--- src/rtl/iprm_pkg.sv ---
// Shared types and constants for the ICMP probe reply matcher.
package iprm_pkg;

  // Parse progress through the ICMP part of a packet
  typedef enum logic [1:0] {
    KIND_NONE     = 2'd0,
    KIND_ECHO     = 2'd1,
    KIND_TE_WAIT  = 2'd2,
    KIND_TE_FOUND = 2'd3
  } kind_t;

  localparam logic [7:0] ICMP_ECHO_REPLY   = 8'd0;
  localparam logic [7:0] ICMP_TTL_EXCEEDED = 8'd11;

  // Byte positions of the outer IPv4 source address
  localparam logic [15:0] SRC_FIRST_BYTE = 16'd12;
  localparam logic [15:0] SRC_LAST_BYTE  = 16'd15;
  // Minimum length for a packet that carries the whole source address
  localparam logic [15:0] MIN_PACKET_BYTES = 16'd16;
  // Quoted inner header starts this far into the ICMP header
  localparam logic [15:0] INNER_HDR_OFFSET = 16'd8;

  // Register indexes on the configuration port (paddr[3:2])
  localparam logic [1:0] REG_EXPECTED_ID = 2'd0;
  localparam logic [1:0] REG_CURRENT_TTL = 2'd1;
  localparam logic [1:0] REG_DEST_ADDR   = 2'd2;

  typedef struct packed {
    logic [15:0] expected_id;
    logic [7:0]  current_ttl;
    logic [31:0] destination_addr;
  } cfg_t;

  // Per-packet summary handed from the parser to the result stage
  typedef struct packed {
    logic        well_formed;
    logic        reply_kind;
    logic [15:0] probe_id;
    logic [15:0] probe_seq;
    logic [31:0] source_addr;
  } summary_t;

endpackage

--- src/rtl/iprm_cfg_regs.sv ---
// Configuration register file with APB-style access.
module iprm_cfg_regs (
  input  logic               clk,
  input  logic               rst,
  input  logic               psel,
  input  logic               penable,
  input  logic               pwrite,
  input  logic [3:0]         paddr,
  input  logic [31:0]        pwdata,
  output logic [31:0]        prdata,
  output logic               pready,
  output iprm_pkg::cfg_t     cfg
);

  logic [15:0] expected_id;
  logic [7:0]  current_ttl;
  logic [31:0] destination_addr;
  logic        wr_en;

  assign pready = 1'b1;
  assign wr_en  = psel & penable & pwrite;

  always_ff @(posedge clk) begin
    if (rst) begin
      expected_id      <= 16'd0;
      current_ttl      <= 8'd1;
      destination_addr <= 32'd0;
    end else if (wr_en) begin
      case (paddr[3:2])
        iprm_pkg::REG_EXPECTED_ID: expected_id      <= pwdata[15:0];
        iprm_pkg::REG_CURRENT_TTL: current_ttl      <= pwdata[7:0];
        iprm_pkg::REG_DEST_ADDR:   destination_addr <= pwdata;
        default: ;
      endcase
    end
  end

  always_comb begin
    case (paddr[3:2])
      iprm_pkg::REG_EXPECTED_ID: prdata = {16'd0, expected_id};
      iprm_pkg::REG_CURRENT_TTL: prdata = {24'd0, current_ttl};
      iprm_pkg::REG_DEST_ADDR:   prdata = destination_addr;
      default:                   prdata = 32'd0;
    endcase
  end

  assign cfg.expected_id      = expected_id;
  assign cfg.current_ttl      = current_ttl;
  assign cfg.destination_addr = destination_addr;

endmodule

--- src/rtl/iprm_parser.sv ---
// Byte-wise packet parser: header offsets, ICMP kind, id, seq and source.
module iprm_parser #(
  parameter int unsigned MAX_PACKET_BYTES = 65535
) (
  input  logic                clk,
  input  logic                rst,
  input  logic                accept,
  input  logic [7:0]          data_byte,
  input  logic                last_byte,
  output iprm_pkg::summary_t  summary
);

  logic [15:0]     byte_position;
  logic [5:0]      icmp_offset;
  logic [7:0]      echo_offset;
  iprm_pkg::kind_t kind_seen;
  logic [15:0]     id_acc;
  logic [15:0]     seq_acc;
  logic [31:0]     src_acc;
  logic            fields_complete;

  logic [15:0]     byte_position_next;
  logic [5:0]      icmp_offset_next;
  logic [7:0]      echo_offset_next;
  iprm_pkg::kind_t kind_seen_next;
  logic [15:0]     id_acc_next;
  logic [15:0]     seq_acc_next;
  logic [31:0]     src_acc_next;
  logic            fields_complete_next;

  logic [15:0] pos_max;
  logic [15:0] icmp_pos;
  logic [15:0] echo_pos;
  logic [5:0]  nibble_x4;
  logic        parse;
  logic        good;

  assign pos_max   = MAX_PACKET_BYTES[15:0];
  assign nibble_x4 = {data_byte[3:0], 2'b00};
  assign parse     = byte_position < pos_max;

  // Single pass over one byte; later checks see updates of earlier ones
  always_comb begin
    icmp_offset_next     = icmp_offset;
    echo_offset_next     = echo_offset;
    kind_seen_next       = kind_seen;
    id_acc_next          = id_acc;
    seq_acc_next         = seq_acc;
    src_acc_next         = src_acc;
    fields_complete_next = fields_complete;
    byte_position_next   = byte_position;
    icmp_pos             = 16'd0;
    echo_pos             = 16'd0;
    if (parse) begin
      byte_position_next = byte_position + 16'd1;
      if (byte_position == 16'd0) begin
        icmp_offset_next = nibble_x4;
      end
      icmp_pos = {10'd0, icmp_offset_next};
      if (byte_position == icmp_pos && kind_seen == iprm_pkg::KIND_NONE) begin
        if (data_byte == iprm_pkg::ICMP_ECHO_REPLY) begin
          kind_seen_next   = iprm_pkg::KIND_ECHO;
          echo_offset_next = {2'b00, icmp_offset_next};
        end else if (data_byte == iprm_pkg::ICMP_TTL_EXCEEDED) begin
          kind_seen_next = iprm_pkg::KIND_TE_WAIT;
        end
      end
      if (kind_seen_next == iprm_pkg::KIND_TE_WAIT &&
          byte_position == icmp_pos + iprm_pkg::INNER_HDR_OFFSET) begin
        echo_offset_next = byte_position[7:0] + {2'b00, nibble_x4};
        kind_seen_next   = iprm_pkg::KIND_TE_FOUND;
      end
      if (byte_position >= iprm_pkg::SRC_FIRST_BYTE &&
          byte_position <= iprm_pkg::SRC_LAST_BYTE) begin
        src_acc_next = {src_acc[23:0], data_byte};
      end
      echo_pos = {8'd0, echo_offset_next};
      if (kind_seen_next == iprm_pkg::KIND_ECHO ||
          kind_seen_next == iprm_pkg::KIND_TE_FOUND) begin
        // Fields arrive low byte first
        if (byte_position == echo_pos + 16'd4) id_acc_next[7:0]   = data_byte;
        if (byte_position == echo_pos + 16'd5) id_acc_next[15:8]  = data_byte;
        if (byte_position == echo_pos + 16'd6) seq_acc_next[7:0]  = data_byte;
        if (byte_position == echo_pos + 16'd7) begin
          seq_acc_next[15:8]   = data_byte;
          fields_complete_next = 1'b1;
        end
      end
    end
  end

  assign good = (kind_seen_next == iprm_pkg::KIND_ECHO ||
                 kind_seen_next == iprm_pkg::KIND_TE_FOUND) &&
                fields_complete_next &&
                byte_position_next >= iprm_pkg::MIN_PACKET_BYTES;

  always_comb begin
    summary.well_formed = good;
    summary.reply_kind  = good && kind_seen_next == iprm_pkg::KIND_TE_FOUND;
    summary.probe_id    = good ? id_acc_next  : 16'd0;
    summary.probe_seq   = good ? seq_acc_next : 16'd0;
    summary.source_addr = good ? src_acc_next : 32'd0;
  end

  always_ff @(posedge clk) begin
    if (rst || (accept && last_byte)) begin
      byte_position   <= 16'd0;
      icmp_offset     <= 6'd0;
      echo_offset     <= 8'd0;
      kind_seen       <= iprm_pkg::KIND_NONE;
      id_acc          <= 16'd0;
      seq_acc         <= 16'd0;
      src_acc         <= 32'd0;
      fields_complete <= 1'b0;
    end else if (accept) begin
      byte_position   <= byte_position_next;
      icmp_offset     <= icmp_offset_next;
      echo_offset     <= echo_offset_next;
      kind_seen       <= kind_seen_next;
      id_acc          <= id_acc_next;
      seq_acc         <= seq_acc_next;
      src_acc         <= src_acc_next;
      fields_complete <= fields_complete_next;
    end
  end

endmodule

--- src/rtl/iprm_result.sv ---
// Match check against configuration and the output result register.
module iprm_result #(
  parameter int unsigned PROBES_PER_TTL = 3
) (
  input  logic                clk,
  input  logic                rst,
  input  logic                fire,
  input  iprm_pkg::summary_t  summary,
  input  iprm_pkg::cfg_t      cfg,
  output logic                ready,
  input  logic                m_tready,
  output logic                m_tvalid,
  output logic [71:0]         m_tdata,
  output logic [0:0]          m_tuser
);

  logic [16:0] seq_lo;
  logic [16:0] seq_hi;
  logic [16:0] seq_ext;
  logic        match;
  logic        reach;

  // seq / PROBES_PER_TTL == ttl  <=>  ttl*P <= seq < ttl*P + P
  assign seq_lo  = 17'(cfg.current_ttl * PROBES_PER_TTL);
  assign seq_hi  = seq_lo + 17'(PROBES_PER_TTL);
  assign seq_ext = {1'b0, summary.probe_seq};

  assign match = summary.well_formed && summary.probe_id == cfg.expected_id &&
                 seq_ext >= seq_lo && seq_ext < seq_hi;
  assign reach = match && summary.source_addr == cfg.destination_addr;

  assign ready = !m_tvalid || m_tready;

  always_ff @(posedge clk) begin
    if (rst) begin
      m_tvalid <= 1'b0;
    end else if (fire) begin
      m_tvalid <= 1'b1;
    end else if (m_tready) begin
      m_tvalid <= 1'b0;
    end
  end

  always_ff @(posedge clk) begin
    if (fire) begin
      m_tdata <= {5'd0, reach, match, summary.source_addr, summary.probe_seq,
                  summary.probe_id, summary.well_formed};
      m_tuser <= summary.reply_kind;
    end
  end

endmodule

--- src/rtl/icmp_probe_reply_matcher_top.sv ---
// Top level of the ICMP probe reply matcher.
//
//  channel  dir  handshake                 payload
//  s_*      in   s_tvalid / s_tready       s_tdata[7:0] data_byte, s_tlast last_byte
//  m_*      out  m_tvalid / m_tready       m_tdata result fields, m_tuser reply_kind
//  apb      in   psel, penable, pready     paddr[3:2] register, pwdata / prdata
//
// One byte per cycle while s_tready is high; bytes within MAX_PACKET_BYTES
// are parsed when accepted; the result is on m_* in the cycle after the last beat.
// s_tready drops only while a result sits in the output register unread.
// Synchronous reset clears all packet state and control; registers take
// their reset values (expected_id 0, current_ttl 1, destination_addr 0).
module icmp_probe_reply_matcher_top #(
  parameter int unsigned MAX_PACKET_BYTES = 65535,
  parameter int unsigned PROBES_PER_TTL   = 3
) (
  input  logic        clk,
  input  logic        rst,
  input  logic        s_tvalid,
  output logic        s_tready,
  input  logic [7:0]  s_tdata,   // [7:0] data_byte
  input  logic        s_tlast,
  output logic        m_tvalid,
  input  logic        m_tready,
  // [0] well_formed, [16:1] probe_id, [32:17] probe_seq, [64:33] source_addr,
  // [65] matched, [66] reached_dest, [71:67] zero
  output logic [71:0] m_tdata,
  output logic [0:0]  m_tuser,   // [0] reply_kind
  input  logic        psel,
  input  logic        penable,
  input  logic        pwrite,
  input  logic [3:0]  paddr,
  input  logic [31:0] pwdata,
  output logic [31:0] prdata,
  output logic        pready
);

  iprm_pkg::cfg_t     cfg;
  iprm_pkg::summary_t summary;
  logic               accept;

  assign accept = s_tvalid && s_tready;

  iprm_cfg_regs u_cfg (
    .clk     (clk),
    .rst     (rst),
    .psel    (psel),
    .penable (penable),
    .pwrite  (pwrite),
    .paddr   (paddr),
    .pwdata  (pwdata),
    .prdata  (prdata),
    .pready  (pready),
    .cfg     (cfg)
  );

  iprm_parser #(
    .MAX_PACKET_BYTES (MAX_PACKET_BYTES)
  ) u_parser (
    .clk       (clk),
    .rst       (rst),
    .accept    (accept),
    .data_byte (s_tdata),
    .last_byte (s_tlast),
    .summary   (summary)
  );

  iprm_result #(
    .PROBES_PER_TTL (PROBES_PER_TTL)
  ) u_result (
    .clk      (clk),
    .rst      (rst),
    .fire     (accept && s_tlast),
    .summary  (summary),
    .cfg      (cfg),
    .ready    (s_tready),
    .m_tready (m_tready),
    .m_tvalid (m_tvalid),
    .m_tdata  (m_tdata),
    .m_tuser  (m_tuser)
  );

endmodule
--- config.mk ---
export PLATFORM = sky130hd
export DESIGN_NAME = icmp_probe_reply_matcher_top
export DESIGN_NICKNAME = d
export VERILOG_FILES = /design/src/rtl/iprm_pkg.sv /design/src/rtl/iprm_cfg_regs.sv /design/src/rtl/iprm_parser.sv /design/src/rtl/iprm_result.sv /design/src/rtl/icmp_probe_reply_matcher_top.sv
export SDC_FILE = /design/constraint.sdc
export NUM_CORES = 1
export LEC_CHECK = 0
export ABC_CLOCK_PERIOD_IN_PS = 22300
export BUFFER_PORTS_ARGS = -buffer_cell sky130_fd_sc_hd__buf_2
export CAP_MARGIN = 15
export CORE_MARGIN = 5
export CORE_UTILIZATION = 50
export DETAILED_ROUTE_END_ITERATION = 16
export MAX_ROUTING_LAYER = met4
export PLACE_DENSITY = 0.7
export SYNTH_ARGS = -nofsm -noshare
export SYNTH_HDL_FRONTEND = slang
export SYNTH_SLANG_ARGS = --single-unit
--- constraint.sdc ---
create_clock -name clk -period 22.3 [get_ports clk]
set_clock_uncertainty 0.15 [all_clocks]
set_input_delay 1.115 -clock clk [delete_from_list [all_inputs] [get_ports clk]]
set_output_delay 1.115 -clock clk [all_outputs]
set_load 0.01 [all_outputs]
==> metrics list <==
- Most prevalent standard cell on the critical path: sky130_fd_sc_hd__o21a_1
* Count of antenna-violating nets left after detailed routing: 0
* Worst hold path stage count: 2
- The flow ran to the end, and the final reports show no timing, DRC or antenna violations.
- The via count of the first global-routing pass was approximately 11000.
- # Max-Cap Violations: 0
- Final-layout worst hold slack: 0.310 ns
- Mean cell area of the mapped netlist: roughly 8.6 µm²
- Count of pins on the block boundary: 160
- Along the worst path, the maximum fanout reaches 74.
- Router iterations before antenna repair: 5
* Resize count post-CTS: 0
* Clock transition at path regs: 0.06 ns
- The initialized floorplan defines between 50 and 60 standard-cell rows.
- Global-route wire length before repair: about 63000 µm
* Startpoint of the tightest hold check path: u_parser.src_acc[24]
- At the end of routability-driven placement, the weighted congestion stood at around 1.0.
- The worst setup path is launched from a register.
- In the global route stage, overall resource usage came out at between 20% and 30%.
* Final setup violation count: 0
- Before CTS, the worst setup slack after placement is 11.81 ns.
- Minimum clock period: approximately 11 ns
- Based on the critical path, the design can be clocked at up to 94.6 MHz.
* Post-CTS setup buffers: 0
- In the synthesized netlist the async set-or-reset flop fraction comes to 0%.
* Maximum single-stage delay on the critical path: 0.74 ns
- Worst Reg-to-Reg Cells: 35
- Maximum number of pins on one net before global-route repair: 94
* Net count, final: 1747
- In this run the cell area of the synthesized design comes to 13300 µm².
- H-tree depth reported by CTS: 1
- Clock buffer depth: 3
- Number of enable flip-flop cells after synthesis: 68
* Overflow left after global routing: 0
- Area of the die: 30000 µm²
- Core Area: 26100 µm²
- TNS Setup: 0 ns
* Final Instance Area: between 15000 and 20000 µm²
* Hold violation total from the final report: 0
- In this run the vertical extent of the chip is roughly 170 µm.
- Tracing the worst setup path back leads to its startpoint at u_parser.byte_position[8].
- For the pin with the worst max-slew slack, the measured transition is between 1 and 1.5 ns.
- Slowest stage cell on the critical path: sky130_fd_sc_hd__or4_1
- Required time at the worst-slack endpoint: about 23 ns
- Avg Vias per Cell: 6.00
- TritonCTS built the clock tree.
- Starting utilization of the core area: slightly above 50%
- Pwr dens: 62.6 nW/µm²
- The root buffer cell chosen for the clock tree is sky130_fd_sc_hd__clkbuf_16.
- In this run the worst hold path is classified as register to register.
* Number of clock buffers inserted by TritonCTS: 25
- Among all flip-flop cells after synthesis, the most frequent one is sky130_fd_sc_hd__dfxtp_1.
* Reg-to-reg critical path startpoint: u_parser.byte_position[8]
- In this run the tightest slew margin relative to its limit is between 30% and 40%.
- Clock latency at the later pin of the worst-skew pair: 0.54 ns
- In this run the horizontal extent of the chip is around 170 µm.
* Peak ir drop on the vdd network: 44.3 µV
- Total number of clock tree sinks: 222
- In this run the static leakage power is about 6 nW.
* Half-perimeter wire length of the detailed placement result: 28600 µm
- In this run the cell area measured after placement is 14200 µm².
* Wire length per cell: roughly 20 µm
- Number of vias in the routed layout: approximately 12000
* Most frequent cells in the layout: sky130_fd_sc_hd__nand2_1, sky130_fd_sc_hd__nor2_1, sky130_fd_sc_hd__dfxtp_1, sky130_fd_sc_hd__buf_2, sky130_fd_sc_hd__mux2i_1
- FF+latch count, synth: 222
- Final Worst Setup Slack: 11.73 ns
* Number of unique standard cell types used by synthesis: 88
* Leading cell type in the layout, fill and taps excluded: sky130_fd_sc_hd__nand2_1
- STA classifies the critical path endpoint as a register.
* Cts hold-fix bufs: 0
- RSZ-0062 raised after global routing: no
- Ratio of cells with drive above 1 in the final layout: 15.0%
- Worst Setup Path Type: register to register
- In the routed design, unresolved DRC markers number 0.
- Starting DRT DRC Count: 1233
* Routed WL: approximately 40000 µm
* Final worst path period share: 47.4%
* Number of antenna violations at the first check in global routing: 0
- Yosys printed 0 warnings.
- Number of inserted diodes: 0
- Synthesis produced 1554 cells.
- Data on the critical path arrives at its endpoint at 10.77 ns.
* Number of max-slew violations in the final report: 0
- From synthesis to final layout, the design area changed by 13.0%.
* Total of buffers placed on input and output ports: roughly 150
- Proportion of synthesized chip area in sequential cells: 38.5%
critical path: cells and delay by family (launching register included):
kind / cells / cell delay [ns]
AOI/OAI and AO/OA: 14 / 3.00
xor gates and xnor gates: 1 / 0.26
adders and majority gates: 3 / 0.78
buffers and inverters: 2 / 0.77
DFF: 1 / 0.54
muxes: 2 / 0.96
and+or+nand+nor: 13 / 3.87
report_power, final:
part	total (mW)	switching [mW]	internal (mW)
Sequential	0.430	0.00650	0.423
Clock	0.432	0.171	0.262
Combinational	0.0786	0.0525	0.0261
Total	0.941	0.230	0.711
state kept, by name (all words and copies together), names as in the netlist:
signal and flops:
u_result.m_tdata 67, u_cfg.destination_addr 32, u_parser.src_acc 32, u_cfg.expected_id 16, u_parser.byte_position 16, u_parser.id_acc 16
u_parser.seq_acc 16, u_cfg.current_ttl 8, u_parser.echo_offset 8, u_parser.icmp_offset 6, u_parser.kind_seen 2, u_parser.fields_complete 1
u_result.m_tuser 1, u_result.m_tvalid 1
per-layer routing:
| layer | routed length (µm) | vias up | track usage, % |
|---|---|---|---|
| met1 | 17500 | 5716 | 35.6 |
| met4 | 1230 | 0 | 8.21 |
| met5 | 0 | - | - |
| met3 | 3070 | 82 | 4.04 |
| met2 | 18600 | 512 | 41.5 |
| li1 | - | 5721 | - |
through the flow:
| step | util [%] | power [mW] | cells |
|---|---|---|---|
| final | 57.5 | 0.941 | 2005 |
| after global routing | 57.5 | 0.972 | 2005 |
| after CTS | 57.5 | 0.947 | 2005 |
| after detailed placement | 54.2 | 0.516 | 1959 |
| after global placement | 54.2 | 0.515 | 1959 |
| after floorplan | - | 0.489 | 1558 |
layout make-up:
class                      instances  area, µm²
multi-input combinational       1191       7580
clock inverter                     8        108
fill                            2406      11100
tap                              335        419
inverter                          44        165
clock buffer                      38        767
sequential                       222       5120
timing repair buffer             167        876
Yosys cell counts (9+ instances only):
cell                       number  area, µm²
sky130_fd_sc_hd__nand2_1      222        833
sky130_fd_sc_hd__nor2_1       197        739
sky130_fd_sc_hd__dfxtp_1      154       3080
sky130_fd_sc_hd__mux2i_1      129       1290
sky130_fd_sc_hd__a21oi_1      117        586
sky130_fd_sc_hd__clkbuf_1      68        255
sky130_fd_sc_hd__edfxtp_1      68       2040
sky130_fd_sc_hd__inv_1         44        165
sky130_fd_sc_hd__ha_1          42        526
sky130_fd_sc_hd__o21ai_0       37        185
sky130_fd_sc_hd__xnor2_1       35        307
sky130_fd_sc_hd__nor3_1        30        150
sky130_fd_sc_hd__nand3_1       27        135
sky130_fd_sc_hd__and2_1        24        150
sky130_fd_sc_hd__xor2_1        20        175
sky130_fd_sc_hd__nand2b_1      19        119
sky130_fd_sc_hd__nand4_1       18        113
sky130_fd_sc_hd__nor4_1        18        113
sky130_fd_sc_hd__o22ai_1       18        113
sky130_fd_sc_hd__a211oi_1      14        105
sky130_fd_sc_hd__or3_1         14       87.6
sky130_fd_sc_hd__a31oi_1       13       81.3
sky130_fd_sc_hd__mux2_2        13        146
sky130_fd_sc_hd__nor2b_1       12       75.1
sky130_fd_sc_hd__o21a_1        12       90.1
sky130_fd_sc_hd__a221oi_1      10       87.6
sky130_fd_sc_hd__buf_2         10       50.1
sky130_fd_sc_hd__buf_1          9       33.8
sky130_fd_sc_hd__o31ai_1        9       67.6
path summary, 6_finish.rpt:
path	to	slack (ns)
worst max-delay path	u_result.m_tdata[65]	11.73
worst min-delay path	u_parser.src_acc[24]	0.31
worst max register to register	u_result.m_tdata[65]	11.73
worst min register to register	u_parser.src_acc[24]	0.31
cell families (layout without fill, tap and decap cells):
| group | Yosys count | in the layout | share of synthesized area (%) |
|---|---|---|---|
| xor gates and xnor gates | 55 | 55 | 3.62 |
| muxes | 143 | 143 | 10.9 |
| DFF | 222 | 222 | 38.5 |
| AOI/OAI and AO/OA | 311 | 311 | 15.6 |
| other | 2 | 6 | 0.0564 |
| buffers and inverters | 145 | 257 | 4.80 |
| adders and majority gates | 44 | 44 | 4.25 |
| and+or+nand+nor | 632 | 632 | 22.2 |
(Power assumes the default switching activity.)
